==> config.mk <==
export PLATFORM = sky130hd
export DESIGN_NAME = garch_volatility_filter_core
export DESIGN_NICKNAME = d
export VERILOG_FILES = /design/src/rtl/core/gvf_pkg.sv /design/src/rtl/core/garch_volatility_filter_core.sv /design/src/rtl/core/gvf_mul.sv /design/src/rtl/core/gvf_shift_sub.sv
export SDC_FILE = /design/constraint.sdc
export NUM_CORES = 2
export LEC_CHECK = 0
export ABC_AREA = 1
export BUFFER_PORTS_ARGS = -buffer_cell sky130_fd_sc_hd__buf_2
export CORE_ASPECT_RATIO = 0.7
export CORE_UTILIZATION = 35
export DETAILED_ROUTE_END_ITERATION = 8
export GPL_TIMING_DRIVEN = 0
export SYNTH_ARGS = -nofsm -noshare
export SYNTH_HDL_FRONTEND = slang
export SYNTH_SLANG_ARGS = --single-unit
==> constraint.sdc <==
create_clock -name clk -period 12.75 [get_ports clk]
set_input_delay 2.55 -clock clk [delete_from_list [all_inputs] [get_ports clk]]
set_output_delay 2.55 -clock clk [all_outputs]
set_load 0.01 [all_outputs]
==> src/rtl/core/gvf_pkg.sv <==
// ----------------------------------------------------------------------------
// gvf_pkg
// Shared types and constants of the GARCH(1,1) volatility filter core.
// ----------------------------------------------------------------------------
package gvf_pkg;

    // parameter defaults
    localparam int FRAC_BITS_DEF    = 16;
    localparam int SAMPLE_WIDTH_DEF = 32;

    // field widths
    localparam int RES_W     = 32;
    localparam int RVOL_W    = 31;
    localparam int SIGMA_W   = 32;
    localparam int OMEGA_W   = 32;
    localparam int GAIN_W    = 16;
    localparam int GAIN_BITS = 16;
    localparam int MUL_W     = 32;
    localparam int WIDE_W    = 64;

    // divide / square root unit sizing
    localparam int DEN_W      = GAIN_BITS + 1;
    localparam int QUO_W      = OMEGA_W + GAIN_BITS;
    localparam int DIV_STEPS  = QUO_W;
    localparam int ROOT_STEPS = WIDE_W / 2;
    localparam int STEP_W     = $clog2(DIV_STEPS);

    // configuration port
    localparam int CFG_INDEX_W = 4;
    localparam int CFG_DATA_W  = 32;

    typedef enum logic [CFG_INDEX_W-1:0] {
        CFG_MEAN_RETURN = 4'd0,
        CFG_OMEGA_TERM  = 4'd1,
        CFG_ALPHA_GAIN  = 4'd2,
        CFG_BETA_GAIN   = 4'd3
    } cfg_reg_t;

    typedef enum logic [3:0] {
        ST_IDLE,
        ST_SQ_RES,
        ST_SQ_SIG,
        ST_AL_LO,
        ST_AL_HI,
        ST_BE_LO,
        ST_BE_HI,
        ST_BE_ACC,
        ST_SUM,
        ST_DIV,
        ST_ROOT,
        ST_DONE
    } gvf_state_t;

    // command into the shift-subtract unit
    typedef struct packed {
        logic start;
        logic root_mode;
    } ssu_cmd_t;

    // status out of the shift-subtract unit
    typedef struct packed {
        logic busy;
        logic done;
    } ssu_stat_t;

endpackage

==> src/rtl/core/garch_volatility_filter_core.sv <==
// ----------------------------------------------------------------------------
// garch_volatility_filter_core
// Streaming GARCH(1,1) conditional volatility filter in fixed point.
//
//   channel  direction  handshake             beat contents
//   in       sink       in_valid / in_ready   sample_return, series_start
//   out      source     out_valid / out_ready residual, realized_vol,
//                                             conditional_vol, overflow_flag
//   cfg      sink       cfg_valid / cfg_ready cfg_index, cfg_data
//
// A normal beat runs eight sequencer steps around the shared 32x32 multiplier,
// then the shift-subtract square root unless the variance saturates.
// A series-start beat runs a division, then the root unless the quotient
// saturates; with alpha+beta not below one it goes straight to the done step.
// in_ready is high only while the sequencer is idle; a finished result waits
// in the output register, so the next beat may be taken while it is stalled.
// cfg_ready is always high. Reset restores register defaults and clears state.
// ----------------------------------------------------------------------------
module garch_volatility_filter_core #(
    parameter int FRAC_BITS    = gvf_pkg::FRAC_BITS_DEF,
    parameter int SAMPLE_WIDTH = gvf_pkg::SAMPLE_WIDTH_DEF
) (
    input  logic                                clk,
    input  logic                                rst_n,
    input  logic                                in_valid,
    output logic                                in_ready,
    input  logic signed [SAMPLE_WIDTH-1:0]      sample_return,
    input  logic                                series_start,
    output logic                                out_valid,
    input  logic                                out_ready,
    output logic signed [gvf_pkg::RES_W-1:0]    residual,
    output logic [gvf_pkg::RVOL_W-1:0]          realized_vol,
    output logic [gvf_pkg::SIGMA_W-1:0]         conditional_vol,
    output logic                                overflow_flag,
    input  logic                                cfg_valid,
    output logic                                cfg_ready,
    input  logic [gvf_pkg::CFG_INDEX_W-1:0]     cfg_index,
    input  logic [gvf_pkg::CFG_DATA_W-1:0]      cfg_data
);
    import gvf_pkg::*;

    localparam int DIFF_W = ((SAMPLE_WIDTH > RES_W) ? SAMPLE_WIDTH : RES_W) + 1;
    localparam int ACC_W  = WIDE_W + GAIN_W;
    localparam logic [RES_W-1:0]   RES_MAX_C  = {1'b0, {(RES_W-1){1'b1}}};
    localparam logic [RES_W-1:0]   RES_MIN_C  = {1'b1, {(RES_W-1){1'b0}}};
    localparam logic [RVOL_W-1:0]  RVOL_MAX_C = {RVOL_W{1'b1}};
    localparam logic [SIGMA_W-1:0] SIGMA_MAX_C = {SIGMA_W{1'b1}};
    localparam logic [DEN_W-1:0]   GAIN_ONE_C = {1'b1, {GAIN_BITS{1'b0}}};

    // gain product back to Q.FRAC_BITS, low 48 bits all ones above 64 bits
    function automatic logic [WIDE_W-1:0] gain_scale(input logic [ACC_W-1:0] acc);
        logic [WIDE_W-1:0] v;
        begin
            if (|acc[ACC_W-1:WIDE_W])
                v = {{GAIN_BITS{1'b0}}, {(WIDE_W-GAIN_BITS){1'b1}}};
            else
                v = {{GAIN_BITS{1'b0}}, acc[WIDE_W-1:GAIN_BITS]};
            return v;
        end
    endfunction

    // configuration registers
    logic [RES_W-1:0]   mu_reg;
    logic [OMEGA_W-1:0] omega_reg;
    logic [GAIN_W-1:0]  alpha_reg;
    logic [GAIN_W-1:0]  beta_reg;

    // recursion state
    logic [RES_W-1:0]   last_res_reg, last_res_next;
    logic [SIGMA_W-1:0] last_sig_reg, last_sig_next;

    // sequencer
    gvf_state_t state_reg, state_next;

    // per-beat working registers
    logic [RES_W-1:0]   cur_res_reg, cur_res_next;
    logic [RVOL_W-1:0]  cur_mag_reg, cur_mag_next;
    logic               flag_reg, flag_next;
    logic [SIGMA_W-1:0] sigma_reg, sigma_next;
    logic [WIDE_W-1:0]  r2_reg, r2_next;
    logic [WIDE_W-1:0]  s2_reg, s2_next;
    logic [ACC_W-1:0]   acc_reg, acc_next;
    logic [WIDE_W-1:0]  va_reg, va_next;

    // output register
    logic               out_valid_reg, out_valid_next;
    logic [RES_W-1:0]   residual_reg, residual_next;
    logic [RVOL_W-1:0]  rvol_reg, rvol_next;
    logic [SIGMA_W-1:0] cvol_reg, cvol_next;
    logic               oflag_reg, oflag_next;

    // combinational datapath
    logic               accept;
    logic               out_free;
    logic [DIFF_W-1:0]  diff_full;
    logic [DIFF_W-RES_W:0] diff_hi;
    logic               res_ovf;
    logic [RES_W-1:0]   res_sat;
    logic [RES_W-1:0]   res_neg;
    logic               res_is_min;
    logic [RVOL_W-1:0]  mag;
    logic [DEN_W-1:0]   gain_sum;
    logic               unstable;
    logic [DEN_W-1:0]   den;
    logic [RES_W-1:0]   pm;
    logic [ACC_W-1:0]   prod_hi_sh;
    logic [WIDE_W-1:0]  gain_term;
    logic [WIDE_W:0]    omega_sum;
    logic [WIDE_W:0]    beta_sum;
    logic [WIDE_W-1:0]  v_sum;
    logic               v_ovf;
    logic [WIDE_W-1:0]  v_quo;
    logic               q_ovf;

    // unit connections
    logic [MUL_W-1:0]    mul_a, mul_b;
    logic [2*MUL_W-1:0]  mul_p;
    ssu_cmd_t            ssu_cmd;
    ssu_stat_t           ssu_stat;
    logic [WIDE_W-1:0]   ssu_operand;
    logic [QUO_W-1:0]    ssu_result;

    gvf_mul u_mul (
        .clk (clk),
        .a   (mul_a),
        .b   (mul_b),
        .p   (mul_p)
    );

    gvf_shift_sub u_shift_sub (
        .clk     (clk),
        .rst_n   (rst_n),
        .cmd     (ssu_cmd),
        .operand (ssu_operand),
        .divisor (den),
        .stat    (ssu_stat),
        .result  (ssu_result)
    );

    assign in_ready  = (state_reg == ST_IDLE);
    assign cfg_ready = 1'b1;
    assign accept    = in_valid && in_ready;
    assign out_free  = !out_valid_reg || out_ready;

    // residual, clamp and magnitude
    always_comb
    begin
        diff_full = {{(DIFF_W-SAMPLE_WIDTH){sample_return[SAMPLE_WIDTH-1]}}, sample_return}
                  - {{(DIFF_W-RES_W){mu_reg[RES_W-1]}}, mu_reg};
        diff_hi    = diff_full[DIFF_W-1:RES_W-1];
        res_ovf    = !((&diff_hi) || !(|diff_hi));
        if (res_ovf)
            res_sat = diff_full[DIFF_W-1] ? RES_MIN_C : RES_MAX_C;
        else
            res_sat = diff_full[RES_W-1:0];
        res_neg    = '0 - res_sat;
        res_is_min = (res_sat == RES_MIN_C);
        if (res_is_min)
            mag = RVOL_MAX_C;
        else if (res_sat[RES_W-1])
            mag = res_neg[RVOL_W-1:0];
        else
            mag = res_sat[RVOL_W-1:0];
    end

    // gain sum, long-run denominator and previous residual magnitude
    always_comb
    begin
        gain_sum = {1'b0, alpha_reg} + {1'b0, beta_reg};
        unstable = gain_sum[DEN_W-1];
        den      = GAIN_ONE_C - gain_sum;
        pm       = last_res_reg[RES_W-1] ? ('0 - last_res_reg) : last_res_reg;
    end

    // variance sums and the overflow checks ahead of the root
    always_comb
    begin
        prod_hi_sh = {mul_p[ACC_W-MUL_W-1:0], {MUL_W{1'b0}}};
        gain_term  = gain_scale(acc_reg);
        omega_sum  = {{(WIDE_W-OMEGA_W+1){1'b0}}, omega_reg} + {1'b0, gain_term};
        beta_sum   = {1'b0, va_reg} + {1'b0, gain_term};
        v_sum      = beta_sum[WIDE_W] ? {WIDE_W{1'b1}} : beta_sum[WIDE_W-1:0];
        v_ovf      = |(v_sum >> (WIDE_W - FRAC_BITS));
        v_quo      = {{(WIDE_W-QUO_W){1'b0}}, ssu_result};
        q_ovf      = |(v_quo >> (WIDE_W - FRAC_BITS));
    end

    // next state
    always_comb
    begin
        state_next = state_reg;
        case (state_reg)
            ST_IDLE:
            begin
                if (in_valid)
                begin
                    if (!series_start)
                        state_next = ST_SQ_RES;
                    else if (unstable)
                        state_next = ST_DONE;
                    else
                        state_next = ST_DIV;
                end
            end
            ST_SQ_RES: state_next = ST_SQ_SIG;
            ST_SQ_SIG: state_next = ST_AL_LO;
            ST_AL_LO:  state_next = ST_AL_HI;
            ST_AL_HI:  state_next = ST_BE_LO;
            ST_BE_LO:  state_next = ST_BE_HI;
            ST_BE_HI:  state_next = ST_BE_ACC;
            ST_BE_ACC: state_next = ST_SUM;
            ST_SUM:    state_next = v_ovf ? ST_DONE : ST_ROOT;
            ST_DIV:
            begin
                if (ssu_stat.done)
                    state_next = q_ovf ? ST_DONE : ST_ROOT;
            end
            ST_ROOT:
            begin
                if (ssu_stat.done)
                    state_next = ST_DONE;
            end
            ST_DONE:
            begin
                if (out_free)
                    state_next = ST_IDLE;
            end
            default: state_next = ST_IDLE;
        endcase
    end

    // datapath control and register updates
    always_comb
    begin
        mul_a          = '0;
        mul_b          = '0;
        ssu_cmd        = '0;
        ssu_operand    = {omega_reg, {(WIDE_W-OMEGA_W){1'b0}}};
        cur_res_next   = cur_res_reg;
        cur_mag_next   = cur_mag_reg;
        flag_next      = flag_reg;
        sigma_next     = sigma_reg;
        r2_next        = r2_reg;
        s2_next        = s2_reg;
        acc_next       = acc_reg;
        va_next        = va_reg;
        last_res_next  = last_res_reg;
        last_sig_next  = last_sig_reg;
        residual_next  = residual_reg;
        rvol_next      = rvol_reg;
        cvol_next      = cvol_reg;
        oflag_next     = oflag_reg;
        out_valid_next = out_valid_reg && !out_ready;
        case (state_reg)
            ST_IDLE:
            begin
                if (accept)
                begin
                    cur_res_next = res_sat;
                    cur_mag_next = mag;
                    flag_next    = res_ovf || res_is_min || unstable;
                    sigma_next   = SIGMA_MAX_C;
                    ssu_cmd.start     = series_start && !unstable;
                    ssu_cmd.root_mode = 1'b0;
                end
            end
            ST_SQ_RES:
            begin
                mul_a = pm;
                mul_b = pm;
            end
            ST_SQ_SIG:
            begin
                mul_a   = last_sig_reg;
                mul_b   = last_sig_reg;
                r2_next = mul_p >> FRAC_BITS;
            end
            ST_AL_LO:
            begin
                mul_a   = {{(MUL_W-GAIN_W){1'b0}}, alpha_reg};
                mul_b   = r2_reg[MUL_W-1:0];
                s2_next = mul_p >> FRAC_BITS;
            end
            ST_AL_HI:
            begin
                mul_a    = {{(MUL_W-GAIN_W){1'b0}}, alpha_reg};
                mul_b    = r2_reg[WIDE_W-1:MUL_W];
                acc_next = {{(ACC_W-WIDE_W){1'b0}}, mul_p};
            end
            ST_BE_LO:
            begin
                mul_a    = {{(MUL_W-GAIN_W){1'b0}}, beta_reg};
                mul_b    = s2_reg[MUL_W-1:0];
                acc_next = acc_reg + prod_hi_sh;
            end
            ST_BE_HI:
            begin
                // alpha term is complete: fold it into omega
                mul_a     = {{(MUL_W-GAIN_W){1'b0}}, beta_reg};
                mul_b     = s2_reg[WIDE_W-1:MUL_W];
                acc_next  = {{(ACC_W-WIDE_W){1'b0}}, mul_p};
                va_next   = omega_sum[WIDE_W] ? {WIDE_W{1'b1}} : omega_sum[WIDE_W-1:0];
                flag_next = flag_reg || (|acc_reg[ACC_W-1:WIDE_W]) || omega_sum[WIDE_W];
            end
            ST_BE_ACC:
            begin
                acc_next = acc_reg + prod_hi_sh;
            end
            ST_SUM:
            begin
                // beta term added, then the root or saturation
                flag_next = flag_reg || (|acc_reg[ACC_W-1:WIDE_W]) || beta_sum[WIDE_W]
                          || v_ovf;
                sigma_next        = SIGMA_MAX_C;
                ssu_cmd.start     = !v_ovf;
                ssu_cmd.root_mode = 1'b1;
                ssu_operand       = v_sum << FRAC_BITS;
            end
            ST_DIV:
            begin
                if (ssu_stat.done)
                begin
                    flag_next         = flag_reg || q_ovf;
                    sigma_next        = SIGMA_MAX_C;
                    ssu_cmd.start     = !q_ovf;
                    ssu_cmd.root_mode = 1'b1;
                    ssu_operand       = v_quo << FRAC_BITS;
                end
            end
            ST_ROOT:
            begin
                if (ssu_stat.done)
                    sigma_next = ssu_result[SIGMA_W-1:0];
            end
            ST_DONE:
            begin
                if (out_free)
                begin
                    residual_next  = cur_res_reg;
                    rvol_next      = cur_mag_reg;
                    cvol_next      = sigma_reg;
                    oflag_next     = flag_reg;
                    out_valid_next = 1'b1;
                    last_res_next  = cur_res_reg;
                    last_sig_next  = sigma_reg;
                end
            end
            default:
            begin
                out_valid_next = out_valid_reg && !out_ready;
            end
        endcase
    end

    // control, configuration and recursion state
    always_ff @(posedge clk or negedge rst_n)
    begin
        if (!rst_n)
        begin
            state_reg     <= ST_IDLE;
            out_valid_reg <= 1'b0;
            last_res_reg  <= '0;
            last_sig_reg  <= '0;
            mu_reg        <= '0;
            omega_reg     <= OMEGA_W'(65536);
            alpha_reg     <= '0;
            beta_reg      <= '0;
        end
        else
        begin
            state_reg     <= state_next;
            out_valid_reg <= out_valid_next;
            last_res_reg  <= last_res_next;
            last_sig_reg  <= last_sig_next;
            if (cfg_valid && cfg_ready)
            begin
                case (cfg_reg_t'(cfg_index))
                    CFG_MEAN_RETURN: mu_reg    <= cfg_data[RES_W-1:0];
                    CFG_OMEGA_TERM:  omega_reg <= cfg_data[OMEGA_W-1:0];
                    CFG_ALPHA_GAIN:  alpha_reg <= cfg_data[GAIN_W-1:0];
                    CFG_BETA_GAIN:   beta_reg  <= cfg_data[GAIN_W-1:0];
                    default:         ;
                endcase
            end
        end
    end

    // working and output payload registers
    always_ff @(posedge clk)
    begin
        cur_res_reg  <= cur_res_next;
        cur_mag_reg  <= cur_mag_next;
        flag_reg     <= flag_next;
        sigma_reg    <= sigma_next;
        r2_reg       <= r2_next;
        s2_reg       <= s2_next;
        acc_reg      <= acc_next;
        va_reg       <= va_next;
        residual_reg <= residual_next;
        rvol_reg     <= rvol_next;
        cvol_reg     <= cvol_next;
        oflag_reg    <= oflag_next;
    end

    assign out_valid       = out_valid_reg;
    assign residual        = residual_reg;
    assign realized_vol    = rvol_reg;
    assign conditional_vol = cvol_reg;
    assign overflow_flag   = oflag_reg;

    // an accepted beat always starts the sequencer
    a_accept_leaves_idle: assert property (@(posedge clk) disable iff (!rst_n)
        accept |=> state_reg != ST_IDLE)
        else $error("sequencer stayed idle after an input beat");

    // the shift-subtract unit is never restarted mid-operation
    a_ssu_no_restart: assert property (@(posedge clk) disable iff (!rst_n)
        ssu_cmd.start |-> !ssu_stat.busy)
        else $error("shift-subtract unit restarted while busy");

    // a new result appears only out of the done step
    a_out_from_done: assert property (@(posedge clk) disable iff (!rst_n)
        $rose(out_valid_reg) |-> $past(state_reg) == ST_DONE)
        else $error("output loaded outside the done step");

    // gains not below one always raise the flag
    a_unstable_flag: assert property (@(posedge clk) disable iff (!rst_n)
        out_valid_reg && unstable |-> oflag_reg)
        else $error("overflow flag missing with unstable gains");

endmodule

==> src/rtl/core/gvf_mul.sv <==
// ----------------------------------------------------------------------------
// gvf_mul
// Shared 32x32 unsigned multiplier with a registered product.
// ----------------------------------------------------------------------------
module gvf_mul (
    input  logic                            clk,
    input  logic [gvf_pkg::MUL_W-1:0]       a,
    input  logic [gvf_pkg::MUL_W-1:0]       b,
    output logic [2*gvf_pkg::MUL_W-1:0]     p
);
    import gvf_pkg::*;

    logic [2*MUL_W-1:0] p_reg;
    logic [2*MUL_W-1:0] p_next;

    // full-width product
    assign p_next = {{MUL_W{1'b0}}, a} * {{MUL_W{1'b0}}, b};

    // product register
    always_ff @(posedge clk)
    begin
        p_reg <= p_next;
    end

    assign p = p_reg;

endmodule

==> src/rtl/core/gvf_shift_sub.sv <==
// ----------------------------------------------------------------------------
// gvf_shift_sub
// Shared shift-subtract unit: restoring division one quotient bit per cycle,
// or digit-by-digit square root one root bit per cycle.
// ----------------------------------------------------------------------------
module gvf_shift_sub (
    input  logic                          clk,
    input  logic                          rst_n,
    input  gvf_pkg::ssu_cmd_t             cmd,
    input  logic [gvf_pkg::WIDE_W-1:0]    operand,
    input  logic [gvf_pkg::DEN_W-1:0]     divisor,
    output gvf_pkg::ssu_stat_t            stat,
    output logic [gvf_pkg::QUO_W-1:0]     result
);
    import gvf_pkg::*;

    localparam int REM_W = SIGMA_W + 3;

    logic [WIDE_W-1:0] opnd_reg, opnd_next;
    logic [REM_W-1:0]  rem_reg, rem_next;
    logic [QUO_W-1:0]  res_reg, res_next;
    logic [DEN_W-1:0]  dvs_reg, dvs_next;
    logic [STEP_W-1:0] cnt_reg, cnt_next;
    logic              busy_reg, busy_next;
    logic              done_reg, done_next;
    logic              root_reg, root_next;

    logic [REM_W-1:0]  shifted;
    logic [REM_W-1:0]  trial;
    logic [REM_W:0]    diff;
    logic              ge;
    logic              last_step;

    // one step: bring in the next operand bits and try the subtract
    always_comb
    begin
        if (root_reg)
        begin
            shifted = {rem_reg[REM_W-3:0], opnd_reg[WIDE_W-1 -: 2]};
            trial   = {1'b0, res_reg[SIGMA_W-1:0], 2'b01};
        end
        else
        begin
            shifted = {rem_reg[REM_W-2:0], opnd_reg[WIDE_W-1]};
            trial   = {{(REM_W-DEN_W){1'b0}}, dvs_reg};
        end
        diff      = {1'b0, shifted} - {1'b0, trial};
        ge        = ~diff[REM_W];
        last_step = root_reg ? (cnt_reg == STEP_W'(ROOT_STEPS - 1))
                             : (cnt_reg == STEP_W'(DIV_STEPS - 1));
    end

    // next values
    always_comb
    begin
        opnd_next = opnd_reg;
        rem_next  = rem_reg;
        res_next  = res_reg;
        dvs_next  = dvs_reg;
        cnt_next  = cnt_reg;
        busy_next = busy_reg;
        root_next = root_reg;
        done_next = 1'b0;
        if (cmd.start)
        begin
            opnd_next = operand;
            rem_next  = '0;
            res_next  = '0;
            dvs_next  = divisor;
            cnt_next  = '0;
            busy_next = 1'b1;
            root_next = cmd.root_mode;
        end
        else if (busy_reg)
        begin
            rem_next  = ge ? diff[REM_W-1:0] : shifted;
            res_next  = {res_reg[QUO_W-2:0], ge};
            opnd_next = root_reg ? {opnd_reg[WIDE_W-3:0], 2'b00}
                                 : {opnd_reg[WIDE_W-2:0], 1'b0};
            cnt_next  = cnt_reg + STEP_W'(1);
            if (last_step)
            begin
                busy_next = 1'b0;
                done_next = 1'b1;
            end
        end
    end

    // control registers
    always_ff @(posedge clk or negedge rst_n)
    begin
        if (!rst_n)
        begin
            busy_reg <= 1'b0;
            done_reg <= 1'b0;
            cnt_reg  <= '0;
            root_reg <= 1'b0;
        end
        else
        begin
            busy_reg <= busy_next;
            done_reg <= done_next;
            cnt_reg  <= cnt_next;
            root_reg <= root_next;
        end
    end

    // datapath registers
    always_ff @(posedge clk)
    begin
        opnd_reg <= opnd_next;
        rem_reg  <= rem_next;
        res_reg  <= res_next;
        dvs_reg  <= dvs_next;
    end

    assign stat.busy = busy_reg;
    assign stat.done = done_reg;
    assign result    = res_reg;

endmodule
==> metrics.cfg <==
[run_status]
outcome = finished, final reports clean

[sta]
skew_ns = 0.0419
drv_slew = 0
max_freq_mhz = 80.7
period_share = 0.972
post-route-min-period_ns = 12.40
rsz0062_at_grt = no
hold_viol = 0
worst-slew-pin-transition_ns = 1.45
setup_viol = 0
slew_headroom = 0.0279
fin_ws_ns = 0.352

[yosys]
synthDistinctLibCells = 73
ys_warn_count = 0
synth_flop_cell = edfxtp_1
synth-seq-cells = 786
synth.net_count = 11355
yosysSeqAreaShare = 0.267
synth_area_per_cell_um2 = 8.03
yosysTopAreaCellShare = 0.227
synth_area_um2 = 79500
syn_inst = 9901
async_flop_share = 0.221
synthTopCellsByArea = fa_1 (23%), edfxtp_1 (18%), nand2_1 (12%), inv_1 (10%), ha_1 (7.5%)
yosysTopAreaCell = fa_1
synth_edf_count = 466

[cts]
htreeDepth = 3
clk_pin_slew_ns = 0.07
clockRootBuffer = clkbuf_16
cts_tree = yes
cts_sinks = 786
post_cts_buffers = 0
cts_buffer_depth = 3
cts_buffers = 80
insertion_delay_ns = 0.68

[routing]
first_pass_iters = 9
ant_nets = 0
avgRoutedWirePerCell_um = 25.8
vias = 70817
drt_wl_total_mm = 341
first_iter_violations = 9393
drcViolationCount = 0
viasPerCell = 5.34

[die]
start_util = 0.354
dieWidth_um = 572
num_rows = 145
fp.dieArea_um2 = 229000
io_pins = 173
die_y_um = 401
coreArea_um2 = 224000

[grt]
use_met2 = 0.385
grt_max_degree = 105
grtUsageMet3 = 0.100
grt.total_usage = 0.295
overflow = 0
grt_first_pass_wirelength_mm = 486
grtUsageMet1 = 0.449
first_global_vias = 68012
antenna_found_initial = 36
gr-max-usage-layer = met1

[worst_setup_path]
ff2ff_setup_slack_ns = 0.35
critPathTopFamily = adder cells
critPathLaunchType = flip-flop
crit_fanout = 30
crit_top_cell = fa_1
crit_type = reg -> reg
crit_slowest_cell = o21ai_0
critPathArrivalTime_ns = 12.89
critPathRequiredTime_ns = 13.24
cp.buffers_inverters = 11
endpoint_kind = flip-flop
critical-path-max-stage-delay_ns = 0.97

[power_and_ir_drop]
irDropWorstVdd_mv = 0.225
p_per_area_nw_per_um2 = 278
leakage_nw = 44.3
power_mw = 24.2

[place]
port_buffers = 171
dp_hpwl_mm = 289
gp_congestion = 1.03
placed_area_um2 = 84400
dpl_worst_slack_ns = 0.514

[run]
drv_cap = 0

[layout]
fin_area_um2 = 87200
synthToLayoutAreaGrowth_pct = 9.64
drive_gt1_frac = 0.0618
nNetsFinal = 11621

[worst_hold_path]
min_path_type = reg -> reg

## cells in the mapped netlist (all sizes together) (20+ instances only)
| cell | n |
|---|---|
| nand2 | 2445 |
| inv | 2184 |
| fa | 902 |
| nor2 | 644 |
| o21ai | 580 |
| ha | 478 |
| edfxtp | 466 |
| a21oi | 455 |
| nand3 | 302 |
| dfrtp | 173 |
| buf | 170 |
| clkbuf | 157 |
| dfxtp | 146 |
| xor2 | 121 |
| a31oi | 88 |
| xnor2 | 83 |
| or2 | 71 |
| nor3 | 67 |
| nand4 | 44 |
| a22o | 33 |
| a21o | 32 |
| o21bai | 32 |
| o211ai | 24 |
| nor4 | 23 |
| o21a | 21 |
| a22oi | 20 |
## final timing paths
kind / startpoint / end / depth (start not counted)
max: state_reg[3]$_DFFE_PN0P_ / u_mul.p[53]$_DFF_P_ / 34
min: cur_mag_reg[11]$_SDFFCE_PP1P_ / realized_vol[11]$_DFFE_PP_ / 0
max reg2reg: state_reg[3]$_DFFE_PN0P_ / u_mul.p[53]$_DFF_P_ / 34
min reg2reg: cur_mag_reg[11]$_SDFFCE_PP1P_ / realized_vol[11]$_DFFE_PP_ / 0
max in group asynchronous: rst_n / last_sig_reg[3]$_DFFE_PN0P_ / 2
min in group asynchronous: rst_n / mu_reg[1]$_DFFE_PN0P_ / 1
## routing by layer
| metal | vias to the layer above | part of all wire |
|---|---|---|
| met1 | 35168 | 0.45 |
| met5 | - | 0.00046 |
| met4 | 20 | 0.034 |
| li1 | 31221 | - |
| met3 | 467 | 0.14 |
| met2 | 3941 | 0.38 |
## power breakdown
group	internal, mW	total [mW]	switching [mW]
clock network	1.40	2.52	1.13
logic	5.08	17.1	12.0
registers	3.80	4.61	0.815
total	10.3	24.2	14.0
## kinds of logic after synthesis
group | share of synthesized area
muxes | 0.00126
adders and majority gates | 0.302
DFF | 0.267
other | 0.0000472
buffers and inverters | 0.122
xor gates and xnor gates | 0.0225
and+or+nand+nor | 0.186
AOI/OAI and AO/OA | 0.0986
## cell usage in the layout, fill, tap and decap left out, types with 13 or more instances in the layout
master,count
nor4_1,22
o2111ai_1,18
ha_1,478
fa_1,902
dfrtp_1,173
clkbuf_16,85
nor2_1,625
o21ai_0,558
nand4_1,38
inv_1,2165
a22oi_1,20
clkbuf_1,168
clkinv_2,15
a21o_1,32
xnor2_1,83
edfxtp_1,466
nand2_1,2436
buf_1,14
a21boi_0,16
or2_2,70
o21a_1,21
a22o_1,33
nand3_1,286
o21bai_1,32
o22ai_1,18
a31oi_1,88
nand3_2,13
buf_2,308
buf_4,15
inv_2,17
dfxtp_1,146
nor3_1,59
xor2_1,121
o211ai_1,24
o21ai_1,14
a21oi_1,453
## stage by stage
| step | instances | util | setup TNS [ns] | hold WS (ns) |
|---|---|---|---|---|
| 2_1_floorplan | 9901 | - | 0 | 0.400 |
| 3_3_place_gp | 13085 | 0.375 | -104.72 | 0.402 |
| 3_5_place_dp | 13096 | 0.376 | 0 | 0.406 |
| 4_1_cts | 13245 | 0.388 | 0 | 0.418 |
| 5_1_grt | 13249 | 0.388 | 0 | 0.426 |
| 6_report | 13254 | 0.389 | 0 | 0.419 |
## area by class of cell
type | count | area, um^2
clock buffer | 103 | 2220
clock inverter | 46 | 504
multi-input combinational | 6602 | 48600
timing repair buffer | 183 | 1070
tap | 3013 | 3770
antenna | 7 | 17.5
inverter | 2187 | 8210
buffer | 327 | 1520
sequential | 786 | 21300
fill | 23197 | 137000
## repair_timing
action | CTS | global route
gates resized for setup | 0 | 6
endpoints found under the hold margin | 0 | 0
setup endpoints to repair | 0 | 1
hold buffers | 0 | 0
No activity file was read; power rests on OpenSTA's default activity.
